$ cat src/rtl/mhe_pkg.sv
// ----------------------------------------------------------------------------
// mhe_pkg
// Shared types, constants and the record ordering function for the heap unit.
// ----------------------------------------------------------------------------
package mhe_pkg;

    localparam int HEAP_DEPTH = 64;
    localparam int ADDR_W     = $clog2(HEAP_DEPTH);
    localparam int CNT_W      = $clog2(HEAP_DEPTH + 1);
    localparam int IDX_W      = CNT_W + 1;
    localparam int OCC_W      = 7;

    // command codes
    localparam logic [1:0] CMD_LOAD    = 2'd0;
    localparam logic [1:0] CMD_EXTRACT = 2'd1;
    localparam logic [1:0] CMD_CHECK   = 2'd2;

    // status codes
    localparam logic [1:0] STS_OK    = 2'd0;
    localparam logic [1:0] STS_EMPTY = 2'd1;
    localparam logic [1:0] STS_FULL  = 2'd2;

    typedef struct packed {
        logic signed [31:0] id;
        logic [31:0]        pri;
        logic [31:0]        arr;
    } t_rec;

    typedef struct packed {
        logic [1:0]       status;
        t_rec             rec;
        logic             ordered;
        logic [OCC_W-1:0] occupancy;
    } t_result;

    typedef struct packed {
        logic        valid;
        t_result     res;
    } t_fin;

    typedef struct packed {
        logic              we;
        logic [ADDR_W-1:0] waddr;
        t_rec              wdata;
        logic [ADDR_W-1:0] raddr_a;
        logic [ADDR_W-1:0] raddr_b;
    } t_ram_req;

    typedef enum logic [2:0] {
        ST_IDLE,
        ST_XROOT,
        ST_SIFT_RD,
        ST_SIFT_CMP,
        ST_CHECK,
        ST_DONE
    } t_state;

    // a comes before b: lower priority, then earlier arrival
    function automatic logic rec_precedes(input t_rec a, input t_rec b);
        logic r;
        if (a.pri != b.pri) begin
            r = (a.pri < b.pri);
        end else begin
            r = (a.arr < b.arr);
        end
        return r;
    endfunction

endpackage

$ cat src/rtl/mhe_if.sv
// ----------------------------------------------------------------------------
// mhe_cmd_if / mhe_rsp_if
// Valid/ready channels for heap commands and their results.
// ----------------------------------------------------------------------------
interface mhe_cmd_if;
    logic               valid;
    logic               ready;
    logic [1:0]         command;
    logic signed [31:0] in_alert_id;
    logic [31:0]        in_priority;
    logic [31:0]        in_arrival;

    modport source (output valid, command, in_alert_id, in_priority, in_arrival,
                    input ready);
    modport sink   (input valid, command, in_alert_id, in_priority, in_arrival,
                    output ready);
endinterface


$ cat src/rtl/mhe_seq.sv
// ----------------------------------------------------------------------------
// mhe_seq
// Command sequencer: load, extract with sift-down, and order check over the
// record memory.
// ----------------------------------------------------------------------------
module mhe_seq
    import mhe_pkg::*;
(
    input  logic     i_clk,
    input  logic     i_rst_n,
    mhe_cmd_if.sink  i_cmd,
    output t_fin     o_fin,
    input  logic     i_fin_ready,
    output t_ram_req o_ram_req,
    input  t_rec     i_rd_a,
    input  t_rec     i_rd_b
);

    t_state            r_state, n_state;
    logic [CNT_W-1:0]  r_count, n_count;
    logic [ADDR_W-1:0] r_hole, n_hole;
    t_rec              r_item, n_item;
    t_result           r_res, n_res;
    logic [CNT_W-1:0]  r_c, n_c;
    logic              r_pend, n_pend;
    logic              r_bad, n_bad;

    logic              accept;
    t_rec              in_rec;
    logic [CNT_W-1:0]  cnt_m1;
    logic [CNT_W-1:0]  c_par;
    logic [IDX_W-1:0]  pick_l;
    logic [IDX_W-1:0]  pick_r;
    logic              take_r;
    t_rec              child;
    logic [IDX_W-1:0]  child_idx;

    assign accept = i_cmd.valid && i_cmd.ready;
    assign in_rec = '{id: i_cmd.in_alert_id, pri: i_cmd.in_priority,
                      arr: i_cmd.in_arrival};
    assign cnt_m1 = r_count - CNT_W'(1);
    assign c_par  = (r_c - CNT_W'(1)) >> 1;
    assign pick_l = IDX_W'({r_hole, 1'b1});
    assign pick_r = pick_l + IDX_W'(1);
    // right child only counts while it is inside the heap
    assign take_r = (pick_r < IDX_W'(r_count)) && rec_precedes(i_rd_b, i_rd_a);
    assign child     = take_r ? i_rd_b : i_rd_a;
    assign child_idx = take_r ? pick_r : pick_l;

    assign i_cmd.ready = (r_state == ST_IDLE);

    always_ff @(posedge i_clk) begin
        if (!i_rst_n) begin
            r_state <= ST_IDLE;
            r_count <= '0;
            r_pend  <= 1'b0;
        end else begin
            r_state <= n_state;
            r_count <= n_count;
            r_pend  <= n_pend;
        end
    end

    always_ff @(posedge i_clk) begin
        r_hole <= n_hole;
        r_item <= n_item;
        r_res  <= n_res;
        r_c    <= n_c;
        r_bad  <= n_bad;
    end

    always_comb begin
        n_state = r_state;
        n_count = r_count;
        n_hole  = r_hole;
        n_item  = r_item;
        n_res   = r_res;
        n_c     = r_c;
        n_pend  = r_pend;
        n_bad   = r_bad;

        o_ram_req         = '0;
        o_ram_req.waddr   = r_hole;
        o_ram_req.wdata   = r_item;

        o_fin.valid         = (r_state == ST_DONE);
        o_fin.res           = r_res;
        o_fin.res.occupancy = OCC_W'(r_count);

        unique case (r_state)
            ST_IDLE: begin
                if (accept) begin
                    n_res = '0;
                    unique case (i_cmd.command)
                        CMD_LOAD: begin
                            if (r_count >= CNT_W'(HEAP_DEPTH)) begin
                                n_res.status = STS_FULL;
                            end else begin
                                o_ram_req.we    = 1'b1;
                                o_ram_req.waddr = r_count[ADDR_W-1:0];
                                o_ram_req.wdata = in_rec;
                                n_count         = r_count + CNT_W'(1);
                            end
                            n_state = ST_DONE;
                        end
                        CMD_EXTRACT: begin
                            if (r_count == '0) begin
                                n_res.status = STS_EMPTY;
                                n_state      = ST_DONE;
                            end else begin
                                o_ram_req.raddr_a = '0;
                                o_ram_req.raddr_b = cnt_m1[ADDR_W-1:0];
                                n_state           = ST_XROOT;
                            end
                        end
                        CMD_CHECK: begin
                            n_c     = CNT_W'(1);
                            n_pend  = 1'b0;
                            n_bad   = 1'b0;
                            n_state = ST_CHECK;
                        end
                        default: begin
                            n_state = ST_DONE;
                        end
                    endcase
                end
            end
            ST_XROOT: begin
                // root leaves, last entry becomes the item to sift
                n_res.rec = i_rd_a;
                n_item    = i_rd_b;
                n_count   = cnt_m1;
                n_hole    = '0;
                n_state   = (cnt_m1 == '0) ? ST_DONE : ST_SIFT_RD;
            end
            ST_SIFT_RD: begin
                if (pick_l >= IDX_W'(r_count)) begin
                    o_ram_req.we = 1'b1;
                    n_state      = ST_DONE;
                end else begin
                    o_ram_req.raddr_a = pick_l[ADDR_W-1:0];
                    o_ram_req.raddr_b = pick_r[ADDR_W-1:0];
                    n_state           = ST_SIFT_CMP;
                end
            end
            ST_SIFT_CMP: begin
                o_ram_req.we = 1'b1;
                if (rec_precedes(child, r_item)) begin
                    o_ram_req.wdata = child;
                    n_hole          = child_idx[ADDR_W-1:0];
                    n_state         = ST_SIFT_RD;
                end else begin
                    n_state = ST_DONE;
                end
            end
            ST_CHECK: begin
                // one child/parent pair read per cycle, compared in the cycle after its read
                if (r_pend && rec_precedes(i_rd_a, i_rd_b)) begin
                    n_bad = 1'b1;
                end
                if (r_c < r_count) begin
                    o_ram_req.raddr_a = r_c[ADDR_W-1:0];
                    o_ram_req.raddr_b = c_par[ADDR_W-1:0];
                    n_c               = r_c + CNT_W'(1);
                    n_pend            = 1'b1;
                end else begin
                    n_pend = 1'b0;
                    if (!r_pend) begin
                        n_res.ordered = !r_bad;
                        n_state       = ST_DONE;
                    end
                end
            end
            ST_DONE: begin
                if (i_fin_ready) begin
                    n_state = ST_IDLE;
                end
            end
            default: begin
                n_state = ST_IDLE;
            end
        endcase
    end

endmodule

$ cat src/flat_wrapper.sv
// flat-port wrapper written by rule: the top's interface ports become plain ports
module mhe_seq_flat import mhe_pkg::*;
  (i_clk, i_rst_n, o_fin, i_fin_ready, o_ram_req, i_rd_a, i_rd_b, i_cmd_valid, i_cmd_command, i_cmd_in_alert_id, i_cmd_in_priority, i_cmd_in_arrival, i_cmd_ready);
  mhe_cmd_if i_cmd_i ();
  input  logic i_clk;
  input  logic i_rst_n;
  output t_fin o_fin;
  input  logic i_fin_ready;
  output t_ram_req o_ram_req;
  input  t_rec i_rd_a;
  input  t_rec i_rd_b;
  input wire logic [$bits(i_cmd_i.valid)-1:0] i_cmd_valid;
  input wire logic [$bits(i_cmd_i.command)-1:0] i_cmd_command;
  input wire logic [$bits(i_cmd_i.in_alert_id)-1:0] i_cmd_in_alert_id;
  input wire logic [$bits(i_cmd_i.in_priority)-1:0] i_cmd_in_priority;
  input wire logic [$bits(i_cmd_i.in_arrival)-1:0] i_cmd_in_arrival;
  output wire logic [$bits(i_cmd_i.ready)-1:0] i_cmd_ready;
  assign i_cmd_i.valid = i_cmd_valid;
  assign i_cmd_i.command = i_cmd_command;
  assign i_cmd_i.in_alert_id = i_cmd_in_alert_id;
  assign i_cmd_i.in_priority = i_cmd_in_priority;
  assign i_cmd_i.in_arrival = i_cmd_in_arrival;
  assign i_cmd_ready = i_cmd_i.ready;
  mhe_seq u_core (.i_clk(i_clk), .i_rst_n(i_rst_n), .i_cmd(i_cmd_i), .o_fin(o_fin), .i_fin_ready(i_fin_ready), .o_ram_req(o_ram_req), .i_rd_a(i_rd_a), .i_rd_b(i_rd_b));
endmodule
$ cat config.mk
export PLATFORM = sky130hd
export DESIGN_NAME = mhe_seq_flat
export DESIGN_NICKNAME = d
export VERILOG_FILES = /design/src/rtl/mhe_pkg.sv /design/src/rtl/mhe_if.sv /design/src/rtl/mhe_seq.sv /design/src/flat_wrapper.sv
export SDC_FILE = /design/constraint.sdc
export NUM_CORES = 1
export LEC_CHECK = 0
export ABC_AREA = 1
export BUFFER_PORTS_ARGS = -buffer_cell sky130_fd_sc_hd__buf_4
export CAP_MARGIN = 20
export CORE_AREA = 2 2 201 203
export CTS_BUF_LIST = sky130_fd_sc_hd__clkbuf_8
export DETAILED_ROUTE_END_ITERATION = 10
export DIE_AREA = 0 0 203 205
export PLACE_DENSITY = 0.72
export SLEW_MARGIN = 20
export SYNTH_ARGS = -nofsm -noshare
export SYNTH_HDL_FRONTEND = slang
export SYNTH_SLANG_ARGS = --single-unit
export TNS_END_PERCENT = 10
$ cat constraint.sdc
create_clock -name i_clk -period 7.2 [get_ports i_clk]
set_input_delay 1.44 -clock i_clk [delete_from_list [all_inputs] [get_ports i_clk]]
set_output_delay 1.44 -clock i_clk [all_outputs]
set_load 0.02 [all_outputs]
==> metrics.yaml <==
place:
  port_buffers: 516
  pre_cts_ws_ns: -0.653
  dp_hpwl_um: 52300
  place.gp.congestion: 0.946
  dpl.cell_count: 3604
clocking:
  cts_root_buf: "clkbuf_8"
  cts_tree: "yes"
  clock_path_buffers: 3
  cts.htree.levels: 2
  clock-sinks: 220
  cts_hold_repair.buffers: 0
  cts_buffers: 42
  clkTransAtPathRegs_ns: 0.06
  clk_latency_ns: 0.63
floorplanning:
  row_count: 73
  ios: 517
  floorplan.initialDensity: 0.457
  dieWidth_um: 203
  die_area_um2: 41600
  core_um2: 39400
  fp.dieH_um: 205
power:
  ir_worst_vdd_mv: 0.275
  power_w: 0.0109
  power_density_nw_per_um2: 423
  power_leakage_nw: 12.8
worst_setup_path:
  worstSetupStartpointType: "primary input"
  cpMaxStageDelayCell: "ha_1"
  path_class: "primary input to primary output"
  critPathMaxStageDelay_ns: 0.31
  r2r-start: "u_core.r_hole[0]"
  crit_path_start: "i_rd_b[25]"
  end_kind: "primary output"
  cp.arrival_ns: 5.74
  cp_common_cell: "buf_4"
  cp_data_required_time_ns: 5.76
  cp_max_fo: 13
cells_and_area:
  regArea_um2: 6500
  fillerInstances: 3326
  final_cells: 3728
  synthToLayoutAreaGrowth_pct: 43.5
  drive_above_1_share: 0.305
  fin_nets: 3615
  multiInputGateArea_um2: 10500
timing:
  setup_ws_ns: 0.0226
  hold_viol_final: 0
  tightest_slew_ns: 1.13
  finalCritPeriodShare: 0.997
  skew_ns: 0.0329
  setup_tns_ns: 0
  finalSetupViolations: 0
  min_period_ns: 7.18
  slew_violations: 0
  fmax_mhz: 139
  relSlewSlack: 0.248
  rsz0062_at_grt: "yes"
yosys:
  synth_nets: 2997
  ys.warnings.count: 0
  ys_seq_elements: 220
  synth_commonest_cells: "nand2_1 (769), inv_1 (378), o21ai_0 (340)"
  synth.distinct_cells: 46
  yosysMostFrequentCell: "nand2_1"
  synthArstFlopShare: 0
  synthCells: 2549
  synth.largest_area_cell: "edfxtp_1"
  synth.avg_cell_area_um2: 7.06
  synth_area_leaders: "edfxtp_1 (35%), nand2_1 (16%), ha_1 (11%), o21ai_0 (9.5%), inv_1 (7.9%)"
  synth_edf_count: 209
  netlist_area_um2: 18000
  yosysSeqAreaShare: 0.361
  synthFlopType: "edfxtp_1"
  synth_top_area_share: 0.349
hold_path:
  min_from: "u_core.r_pend"
  hold_path_class: "flip-flop to flip-flop"
route:
  highest_layer: "met4"
  drt_iter0_drc: 1530
  vias_per_cell: 5.43
  drt-total-wl_um: 73300
  first_pass_iters: 5
  met2_length_um: 35700
  wl_met1_um: 27800
  drt-wirelength-per-cell_um: 19.7
  ant_nets: 0
  via_count: 20256
  dr_wl_met3_um: 6610
  drc: 0
global_routing:
  grt_pass1_wl_um: 105000
  grt.total_usage: 0.325
  grt_start_max_net_pins: 101
  grt_antenna_before_repair: 4
  grt_pass1_vias: 18864
  grt_overflow: 0
status:
  outcome: "completed"
flow_run:
  cap_violations: 0
==> cell type report <==
class	instances	area share
Sequential cell	220	0.251
Multi-Input combinational cell	1816	0.407
Clock buffer	42	0.0224
Tap cell	525	0.0254
Timing Repair Buffer	705	0.227
Clock inverter	34	0.0102
Inverter	382	0.0563
Antenna cell	4	0.000387
==> placed cells by master (no fill, tap or decap), types with 6 or more instances in the layout <==
cell type,count
xor2_1,13
nand2_2,49
nand2_1,712
ha_4,25
nand3_2,27
o211ai_1,74
nor2_4,16
nand2_4,9
a21oi_1,76
nand3_1,88
buf_6,41
inv_1,365
dfxtp_1,11
clkbuf_16,8
buf_4,633
buf_8,7
nor3_1,9
o22ai_1,6
clkinv_1,11
edfxtp_1,209
ha_1,128
buf_12,14
o21ai_0,306
inv_2,19
clkinv_2,6
nor2_2,10
nand4_1,8
o21ai_2,24
clkbuf_8,42
inv_4,6
nor2_1,151
o21ai_1,30
==> final timing paths <==
| path | end | slack [ns] | cells after the start |
|---|---|---|---|
| hold / removal | u_core.r_pend | 0.50 | 2 |
| setup reg to reg | u_core.r_hole[1] | 2.26 | 28 |
| hold reg to reg | u_core.r_pend | 0.50 | 2 |
| setup / recovery | o_ram_req[89] | 0.02 | 30 |
==> cell families after synthesis <==
family | count (synthesis) | synth area share
xor+xnor | 15 | 0.00730
compound gates | 552 | 0.169
buf+inv | 513 | 0.114
flops | 220 | 0.361
fa+ha+maj | 154 | 0.107
simple gates | 1095 | 0.242
==> stage by stage <==
step | hold WS (ns) | util | instance area, um^2
3_3_place_gp | 0.474 | 0.589 | 23200
6_report | 0.496 | 0.656 | 25800
4_1_cts | 0.492 | 0.625 | 24600
2_1_floorplan | 0.457 | - | 18000
3_5_place_dp | 0.483 | 0.589 | 23200
5_1_grt | 0.524 | 0.656 | 25800
==> where the power goes <==
part           internal [W]  leakage (nW)  total (W)  switching [W]
logic               0.00279          10.2    0.00744        0.00465
registers           0.00198          2.10    0.00217       0.000192
clock network      0.000697         0.469    0.00132       0.000618
total               0.00547          12.8     0.0109        0.00546
==> sequential cells by signal (all words and copies together) (netlist names) <==
register and count:
u_core.o_fin 99, u_core.r_item 96, u_core.r_c 7, u_core.r_count 7, u_core.r_hole 6, u_core.r_state 3
u_core.r_bad 1, u_core.r_pend 1
==> per-layer routing <==
metal,track usage,vias up
li1,-,9621
met1,0.388,9418
met2,0.567,1019
met3,0.0722,198
met4,0.134,0
met5,0,-
==> worst max-delay path: cells and delay by family <==
kind                     cells  cell delay [ns]
buffers and inverters        9             1.32
AND/OR/NAND/NOR             15             1.88
adder cells (fa/ha/maj)      2             0.60
AO/OA/AOI/OAI                4             0.47
==> timing repair <==
| action | CTS | global route |
|---|---|---|
| hold endpoints to repair | 0 | 0 |
| resized for setup | 102 | 223 |
| buffers inserted | 9 | 26 |
| cloned | 4 | 8 |
| setup endpoints to repair | 96 | 96 |
| pin swaps | 28 | 95 |
(Power assumes the default switching activity.)
